`src/sv/dspf_pkg.sv`:
```
// shared types and constants of the diagonal seed pair finder
package dspf_pkg;

  // sequencer states
  typedef enum logic [2:0] {
    ST_IDLE = 3'b001,
    ST_SCAN = 3'b010,
    ST_FIN  = 3'b100
  } dspf_state_t;

  // configuration register index, taken from the word address
  typedef enum logic {
    REG_MIN_SPACING = 1'b0,
    REG_MAX_SPACING = 1'b1
  } dspf_reg_t;

  localparam int MIN_SPACING_RST = 5;
  localparam int MAX_SPACING_RST = 64;

endpackage

```
`src/sv/dspf_store.sv`:
```
// seed store memory: one write port, one registered read port
module dspf_store #(
  parameter int DEPTH = 64,
  parameter int AW    = 6,
  parameter int DW    = 24
) (
  input  logic          clk,
  input  logic          wr_en,
  input  logic [AW-1:0] wr_addr,
  input  logic [DW-1:0] wr_data,
  input  logic          rd_en,
  input  logic [AW-1:0] rd_addr,
  output logic [DW-1:0] rd_data
);

  logic [DW-1:0] mem [DEPTH];
  logic [DW-1:0] rd_data_r;

  always_ff @(posedge clk) begin
    if (wr_en) begin
      mem[wr_addr] <= wr_data;
    end
  end

  always_ff @(posedge clk) begin
    if (rd_en) begin
      rd_data_r <= mem[rd_addr];
    end
  end

  assign rd_data = rd_data_r;

endmodule

```
`src/sv/dspf_cmp.sv`:
```
// shared compare unit: checks one stored seed against the current seed
module dspf_cmp #(
  parameter int PW = 12
) (
  input  logic [PW-1:0] cur_q,
  input  logic [PW-1:0] cur_r,
  input  logic [PW-1:0] st_q,
  input  logic [PW-1:0] st_r,
  input  logic [PW-1:0] min_sp,
  input  logic [PW-1:0] max_sp,
  output logic          match,
  output logic [PW-1:0] q_lo,
  output logic [PW-1:0] r_lo,
  output logic [PW-1:0] spacing
);

  logic          q_ge;
  logic [PW:0]   sum_a;
  logic [PW:0]   sum_b;

  // same diagonal: st_q - st_r == cur_q - cur_r, rearranged to avoid signs
  assign sum_a = {1'b0, st_q} + {1'b0, cur_r};
  assign sum_b = {1'b0, cur_q} + {1'b0, st_r};

  assign q_ge    = (cur_q >= st_q);
  assign spacing = q_ge ? (cur_q - st_q) : (st_q - cur_q);
  assign q_lo    = q_ge ? st_q : cur_q;
  assign r_lo    = (cur_r < st_r) ? cur_r : st_r;

  assign match = (sum_a == sum_b) && (spacing >= min_sp) && (spacing <= max_sp);

endmodule

```
`src/sv/diagonal_seed_pair_finder_core.sv`:
```
// diagonal seed pair finder: sequencer, config registers and result register
// a new seed is taken only in the idle state, once the scan for the previous seed is done;
// the scan reads one stored seed per cycle, unless a blocked result holds it; with an
// empty store there is no scan and the seed goes straight into the store
// a pair waits in a holding register until the next hit or the end of the scan; a blocked
// result stalls the scan. reset empties the store, clears overflow, loads spacing defaults
module diagonal_seed_pair_finder_core
  import dspf_pkg::*;
#(
  parameter int MAX_SEEDS = 64,
  parameter int POS_WIDTH = 12
) (
  input  logic                 clk,
  input  logic                 rst_n,

  input  logic                 in_valid,
  output logic                 in_stall,
  input  logic                 in_start_new_set,
  input  logic [POS_WIDTH-1:0] in_seed_query_pos,
  input  logic [POS_WIDTH-1:0] in_seed_ref_pos,

  output logic                 out_valid,
  input  logic                 out_stall,
  output logic [POS_WIDTH-1:0] out_diag_query_start,
  output logic [POS_WIDTH-1:0] out_diag_ref_start,
  output logic [POS_WIDTH-1:0] out_diag_length,
  output logic                 out_last_of_run,
  output logic                 out_store_overflowed,

  input  logic                 cfg_psel,
  input  logic                 cfg_penable,
  input  logic                 cfg_pwrite,
  input  logic [2:0]           cfg_paddr,
  input  logic [31:0]          cfg_pwdata,
  output logic [31:0]          cfg_prdata,
  output logic                 cfg_pready
);

  localparam int AW          = (MAX_SEEDS > 1) ? $clog2(MAX_SEEDS) : 1;
  localparam int CW          = $clog2(MAX_SEEDS + 1);
  localparam int DW          = 2 * POS_WIDTH;
  localparam int MAX_RESULTS = MAX_SEEDS - 1;

  // configuration
  logic [POS_WIDTH-1:0] min_sp_r;
  logic [POS_WIDTH-1:0] max_sp_r;
  logic                 cfg_wr;
  dspf_reg_t            cfg_sel;

  // sequencer
  dspf_state_t          state_r, state_nxt;
  logic [CW-1:0]        cnt_r, cnt_nxt;
  logic                 ovf_r, ovf_nxt;
  logic [CW-1:0]        idx_r, idx_nxt;
  logic [CW-1:0]        hits_r, hits_nxt;
  logic                 rd_v_r, rd_v_nxt;
  logic [POS_WIDTH-1:0] cur_q_r;
  logic [POS_WIDTH-1:0] cur_r_r;

  // pending pair, held until the next hit or the end of the scan
  logic                 pend_v_r, pend_v_nxt;
  logic [POS_WIDTH-1:0] pend_q_r, pend_r_r, pend_len_r;
  logic                 pend_load;

  // result register
  logic                 out_v_r, out_v_nxt;
  logic [POS_WIDTH-1:0] out_q_r, out_r_r, out_len_r;
  logic                 out_last_r, out_ovf_r;
  logic                 out_load, out_last_nxt, out_free;

  logic                 in_acc;
  logic [CW-1:0]        cnt_eff;
  logic                 issue, adv, hit, scan_done, fin_go, st_wr;
  logic [DW-1:0]        rd_data;
  logic                 cmp_match;
  logic [POS_WIDTH-1:0] cmp_q, cmp_r, cmp_len;

  // configuration port
  assign cfg_pready = 1'b1;
  assign cfg_sel    = dspf_reg_t'(cfg_paddr[2]);
  assign cfg_wr     = cfg_psel && cfg_penable && cfg_pwrite;

  always_ff @(posedge clk) begin
    if (!rst_n) begin
      min_sp_r <= POS_WIDTH'(MIN_SPACING_RST);
      max_sp_r <= POS_WIDTH'(MAX_SPACING_RST);
    end else if (cfg_wr) begin
      unique case (cfg_sel)
        REG_MIN_SPACING: min_sp_r <= cfg_pwdata[POS_WIDTH-1:0];
        REG_MAX_SPACING: max_sp_r <= cfg_pwdata[POS_WIDTH-1:0];
        default:         min_sp_r <= min_sp_r;
      endcase
    end
  end

  always_comb begin
    unique case (cfg_sel)
      REG_MIN_SPACING: cfg_prdata = 32'(min_sp_r);
      REG_MAX_SPACING: cfg_prdata = 32'(max_sp_r);
      default:         cfg_prdata = '0;
    endcase
  end

  // store and compare unit
  dspf_store #(
    .DEPTH (MAX_SEEDS),
    .AW    (AW),
    .DW    (DW)
  ) u_store (
    .clk     (clk),
    .wr_en   (st_wr),
    .wr_addr (cnt_r[AW-1:0]),
    .wr_data ({cur_q_r, cur_r_r}),
    .rd_en   (issue),
    .rd_addr (idx_r[AW-1:0]),
    .rd_data (rd_data)
  );

  dspf_cmp #(
    .PW (POS_WIDTH)
  ) u_cmp (
    .cur_q   (cur_q_r),
    .cur_r   (cur_r_r),
    .st_q    (rd_data[DW-1:POS_WIDTH]),
    .st_r    (rd_data[POS_WIDTH-1:0]),
    .min_sp  (min_sp_r),
    .max_sp  (max_sp_r),
    .match   (cmp_match),
    .q_lo    (cmp_q),
    .r_lo    (cmp_r),
    .spacing (cmp_len)
  );

  assign in_stall = (state_r != ST_IDLE);
  assign in_acc   = in_valid && !in_stall;
  assign cnt_eff  = in_start_new_set ? '0 : cnt_r;
  assign out_free = !out_v_r || !out_stall;

  // matches past the per-seed result limit are dropped
  assign hit       = rd_v_r && cmp_match && (hits_r < CW'(MAX_RESULTS));
  assign adv       = !(hit && pend_v_r && !out_free);
  assign issue     = (state_r == ST_SCAN) && (idx_r < cnt_r) && adv;
  assign scan_done = (state_r == ST_SCAN) && (idx_r >= cnt_r) && !rd_v_r;
  assign fin_go    = (state_r == ST_FIN) && (!pend_v_r || out_free);
  assign st_wr     = fin_go && (cnt_r < CW'(MAX_SEEDS));
  assign pend_load = adv && hit;

  always_comb begin
    state_nxt    = state_r;
    cnt_nxt      = cnt_r;
    ovf_nxt      = ovf_r;
    idx_nxt      = idx_r;
    hits_nxt     = hits_r;
    rd_v_nxt     = rd_v_r;
    pend_v_nxt   = pend_v_r;
    out_load     = 1'b0;
    out_last_nxt = 1'b0;
    unique case (state_r)
      ST_IDLE: begin
        if (in_acc) begin
          cnt_nxt   = cnt_eff;
          ovf_nxt   = (in_start_new_set ? 1'b0 : ovf_r) || (cnt_eff == CW'(MAX_SEEDS));
          idx_nxt   = '0;
          hits_nxt  = '0;
          rd_v_nxt  = 1'b0;
          state_nxt = (cnt_eff == '0) ? ST_FIN : ST_SCAN;
        end
      end
      ST_SCAN: begin
        if (adv) begin
          rd_v_nxt = issue;
          if (issue) begin
            idx_nxt = idx_r + 1'b1;
          end
        end
        if (pend_load) begin
          hits_nxt   = hits_r + 1'b1;
          pend_v_nxt = 1'b1;
          out_load   = pend_v_r;
        end
        if (scan_done) begin
          state_nxt = ST_FIN;
        end
      end
      ST_FIN: begin
        if (fin_go) begin
          out_load     = pend_v_r;
          out_last_nxt = 1'b1;
          pend_v_nxt   = 1'b0;
          if (cnt_r < CW'(MAX_SEEDS)) begin
            cnt_nxt = cnt_r + 1'b1;
          end
          state_nxt = ST_IDLE;
        end
      end
      default: state_nxt = ST_IDLE;
    endcase
  end

  assign out_v_nxt = out_load ? 1'b1 : (out_v_r && out_stall);

  always_ff @(posedge clk) begin
    if (!rst_n) begin
      state_r  <= ST_IDLE;
      cnt_r    <= '0;
      ovf_r    <= 1'b0;
      idx_r    <= '0;
      hits_r   <= '0;
      rd_v_r   <= 1'b0;
      pend_v_r <= 1'b0;
      out_v_r  <= 1'b0;
    end else begin
      state_r  <= state_nxt;
      cnt_r    <= cnt_nxt;
      ovf_r    <= ovf_nxt;
      idx_r    <= idx_nxt;
      hits_r   <= hits_nxt;
      rd_v_r   <= rd_v_nxt;
      pend_v_r <= pend_v_nxt;
      out_v_r  <= out_v_nxt;
    end
  end

  always_ff @(posedge clk) begin
    if (in_acc) begin
      cur_q_r <= in_seed_query_pos;
      cur_r_r <= in_seed_ref_pos;
    end
    if (pend_load) begin
      pend_q_r   <= cmp_q;
      pend_r_r   <= cmp_r;
      pend_len_r <= cmp_len;
    end
    if (out_load) begin
      out_q_r    <= pend_q_r;
      out_r_r    <= pend_r_r;
      out_len_r  <= pend_len_r;
      out_last_r <= out_last_nxt;
      out_ovf_r  <= ovf_r;
    end
  end

  assign out_valid            = out_v_r;
  assign out_diag_query_start = out_q_r;
  assign out_diag_ref_start   = out_r_r;
  assign out_diag_length      = out_len_r;
  assign out_last_of_run      = out_last_r;
  assign out_store_overflowed = out_ovf_r;

endmodule

```
`config.mk`:
```
export PLATFORM = sky130hd
export DESIGN_NAME = diagonal_seed_pair_finder_core
export DESIGN_NICKNAME = d
export VERILOG_FILES = /design/src/sv/dspf_pkg.sv /design/src/sv/dspf_store.sv /design/src/sv/dspf_cmp.sv /design/src/sv/diagonal_seed_pair_finder_core.sv
export SDC_FILE = /design/constraint.sdc
export NUM_CORES = 2
export LEC_CHECK = 0
export CAP_MARGIN = 20
export CORE_MARGIN = 2
export CORE_UTILIZATION = 49
export DETAILED_ROUTE_END_ITERATION = 8
export DONT_BUFFER_PORTS = 1
export PLACE_DENSITY = 0.68
export SLEW_MARGIN = 30
export SYNTH_ARGS = -nofsm -noshare
export SYNTH_HDL_FRONTEND = slang
export SYNTH_SLANG_ARGS = --single-unit
```
`constraint.sdc`:
```
create_clock -name clk -period 7.2 [get_ports clk]
set_input_delay 0.36 -clock clk [delete_from_list [all_inputs] [get_ports clk]]
set_output_delay 0.36 -clock clk [all_outputs]
set_load 0.03 [all_outputs]
```
==> impl_metrics.yaml <==
drt:
  drc_errors: 0
  top_layer: "met5"
  routedWlPerCell_um: 32.64
  drt_first_pass_iters: 7
  ant_nets: 0
  vias: 33495
  wl_mm: 173.4
  met2_length_mm: 81.79
  wl_met3_mm: 17.48
  wl_met1_mm: 67.88
  via_per_inst: 6.306
  first_iter_violations: 4126
yosys:
  syn_inst: 3171
  syn-cell-area_mm2: 0.06798
  synth_top_area_share: 0.7324
  synth.avg_cell_area_um2: 21.44
  ys_warn_count: 0
  seq_area_frac_synth: 0.7477
  async_reset_ff_frac: 0
  synth_area_leader_cell: "edfxtp_1"
  synth_seq_cells: 1710
  synthTopCellsByArea: "edfxtp_1 (73%), mux4_2 (17%), ha_1 (1.7%)"
  synth_edf_count: 1658
  synth_cell_types: 70
  ys.flop_type: "edfxtp_1"
setup_path:
  critPathKind: "reg -> reg"
  arrival_ns: 7.09
  critPathLaunch: "u_store.rd_data[12]$_DFFE_PP_"
  crit_required_ns: 7.70
  r2r-start: "u_store.rd_data[12]$_DFFE_PP_"
  critPathLaunchType: "register"
  cp_max_fo: 32
  crit_path_end_kind: "register"
  rr_worst_depth: 22
power:
  netSwitchingPower_mw: 5.212
  p_leak_nw: 23.56
  internal_power_mw: 16.93
  clock_power_share: 0.390
  p_sw_frac: 0.2354
  seqPwrFrac: 0.522
  combPwrFrac: 0.089
  power.density_mw_per_mm2: 288.1
  ir_worst_vdd_v: 0.0001889
cts:
  clkSlewWorstSetupHoldPaths_ns: 0.06
  root_buffer: "clkbuf_16"
  cts_tree: "built"
  cts_max_level: 4
  clockBufferDepth: 3
  cts.sinks: 1710
  postCtsSetupBuffers: 0
  numCtsBuffers: 170
  clock_latency_ns: 0.82
  cts_resized: 0
floorplanning:
  row_count: 136
  core_area_mm2: 0.1377
  die-height_um: 376.5
  fp.dieW_um: 376.5
  dieArea_mm2: 0.1417
  start_util: 0.4938
  io_pins: 140
timing:
  max_freq_mhz: 151.7
  rsz0062_at_grt: "false"
  post-route-period-util: 0.9157
  clock_skew_ns: 0.03109
  hold_viol_final: 0
  setup_tns_ns: 0
  slew_violations: 0
  period_needed_ns: 6.593
  relSlewSlack: 0.3299
  setup_viol: 0
  worst_pin_slew_ns: 0.9946
global_routing:
  grt_overflow: 0
  gr-usage-all-layers: 0.2477
  antenna_found_initial: 21
  grt_max_degree: 145
  grt_pass1_wl_mm: 245.5
  grt_pass1_vias: 33385
flow_run:
  cap_violations: 0
place:
  placed_cell_area_mm2: 0.07081
  dp_hpwl_mm: 99.75
  gp_congestion: 0.9010
  port_buffers: 0
final_layout:
  drive_above_1_share: 0.2717
  utilization: 0.5582
  nNetsFinal: 3539
  layout_common_cells: "edfxtp_1 (1658), mux4_2 (504), clkbuf_16 (171)"
  finalInstanceArea_mm2: 0.07685
  syn_to_final_growth_pct: 13.04
  layout_commonest_cell: "edfxtp_1"
  nFillCells: 9871
worst_hold_path:
  min_path_type: "in -> reg"
  worstHoldStart: "in_start_new_set"
  min_path_cells: 4
outcome:
  status: "completed"
-- final timing paths --
kind	slack, ns	end
min reg2reg	0.42	out_diag_length[8]$_DFFE_PP_
max reg2reg	0.61	out_diag_query_start[9]$_DFFE_PP_
max	0.61	out_diag_query_start[9]$_DFFE_PP_
min	0.08	cnt_r[6]$_SDFFE_PN0P_
-- through the flow --
| stage | instances | total power, mW | setup slack (ns) | hold WS (ns) |
|---|---|---|---|---|
| 2_1_floorplan | 3190 | 12.88 | 0.1860 | 0.4003 |
| 3_3_place_gp | 4940 | 13.58 | 0.7847 | 0.4038 |
| 3_5_place_dp | 4941 | 13.67 | 0.6419 | 0.4045 |
| 4_1_cts | 5303 | 22.27 | 0.6030 | 0.00006117 |
| 5_1_grt | 5307 | 22.81 | 0.1881 | 0.05668 |
| 6_report | 5312 | 22.14 | 0.6069 | 0.08042 |
-- cell type report --
cell class	count	area [µm²]	area share
multi-input cells	1238	16410	0.2135
diodes	7	17.52	0.0002279
clock inverters	101	1003	0.01306
repair buffers	174	1612	0.02097
inverters	82	307.8	0.004005
clock buffers	206	4410	0.05739
well taps	1794	2245	0.02921
flip-flops and latches	1710	50850	0.6616
-- sequential cells by signal, summed over array words and instances, names as in the netlist --
| signal | cells |
|---|---|
| out_last_of_run | 1 |
| cur_q_r | 12 |
| out_valid | 1 |
| state_r | 3 |
| idx_r | 7 |
| pend_q_r | 12 |
| max_sp_r | 12 |
| u_store.mem | 1536 |
| cnt_r | 7 |
| min_sp_r | 12 |
| out_diag_length | 12 |
| out_store_overflowed | 1 |
| rd_v_r | 1 |
| out_diag_ref_start | 12 |
| ovf_r | 1 |
| u_store.rd_data | 24 |
| pend_v_r | 1 |
| cur_r_r | 12 |
| pend_len_r | 12 |
| pend_r_r | 12 |
| hits_r | 7 |
| out_diag_query_start | 12 |
-- kinds of logic (layout without fill, tap and decap cells) --
group / after synthesis / count (layout) / share of synthesized area
simple gates: 343 / 343 / 0.02334
mux: 525 / 525 / 0.1704
xor+xnor: 41 / 41 / 0.006110
other cells: 2 / 28 / 0.0001105
compound gates: 212 / 212 / 0.01968
buf+inv: 242 / 563 / 0.01458
fa+ha+maj: 96 / 96 / 0.01811
flops: 1710 / 1710 / 0.7477
-- power groups by stage --
stage | clock, mW | sequential, mW | combinational [mW]
6_report | 8.63 | 11.6 | 1.96
3_5_place_dp | 0 | 11.8 | 1.90
5_1_grt | 9.14 | 11.6 | 2.11
4_1_cts | 8.77 | 11.6 | 1.94
2_1_floorplan | 0 | 12.0 | 0.877
3_3_place_gp | 0 | 11.8 | 1.82
-- layer usage --
metal / GRT usage / up-vias
met5: 0 / -
met4: 0.08800 / 16
met3: 0.05508 / 319
met2: 0.3874 / 1757
met1: 0.3469 / 17796
li1: - / 13607
-- timing repair --
action                                 in CTS  in global routing
setup endpoints to repair                   0                  0
endpoints found under the hold margin      67                  0
hold buffers                               55                  0
-- cell usage after synthesis (5+ instances only) --
library cell and number:
xor2_1 14, a21oi_1 61, o211ai_1 12, or2_2 5, nand2_1 114, buf_4 21, o21ai_0 60, a21o_1 16
xnor2_1 23, mux2_2 17, and3_1 7, edfxtp_1 1658, mux4_2 504, ha_1 92, nor2b_1 12, nand2b_1 8
buf_1 37, or3_1 6, a31oi_1 12, nor3_1 15, nor2_1 105, inv_1 80, or4_1 9, nor3b_1 5
nand4_1 14, and2_1 7, clkbuf_1 99, dfxtp_1 52, nand3_1 24
-- critical path, cell delays in order, from the launching register on --
cell and delay, ns:
edfxtp_1 0.45, ha_1 0.25, fa_1 0.41, nor2b_1 0.20, o2111ai_1 0.18, a31oi_1 0.33, nor4_1 0.10, o41ai_2 0.48
buf_4 0.30, mux2_2 0.35, a21oi_1 0.20, xnor2_1 0.24, ha_1 0.32, nand3_1 0.10, nand2_1 0.05, a21oi_1 0.19
a31oi_1 0.20, nor4_1 0.32, o2111ai_1 0.27, or4_1 0.54, a21boi_1 0.22, and2_2 0.32, buf_12 0.23
Power figures use the tool's default switching activity.
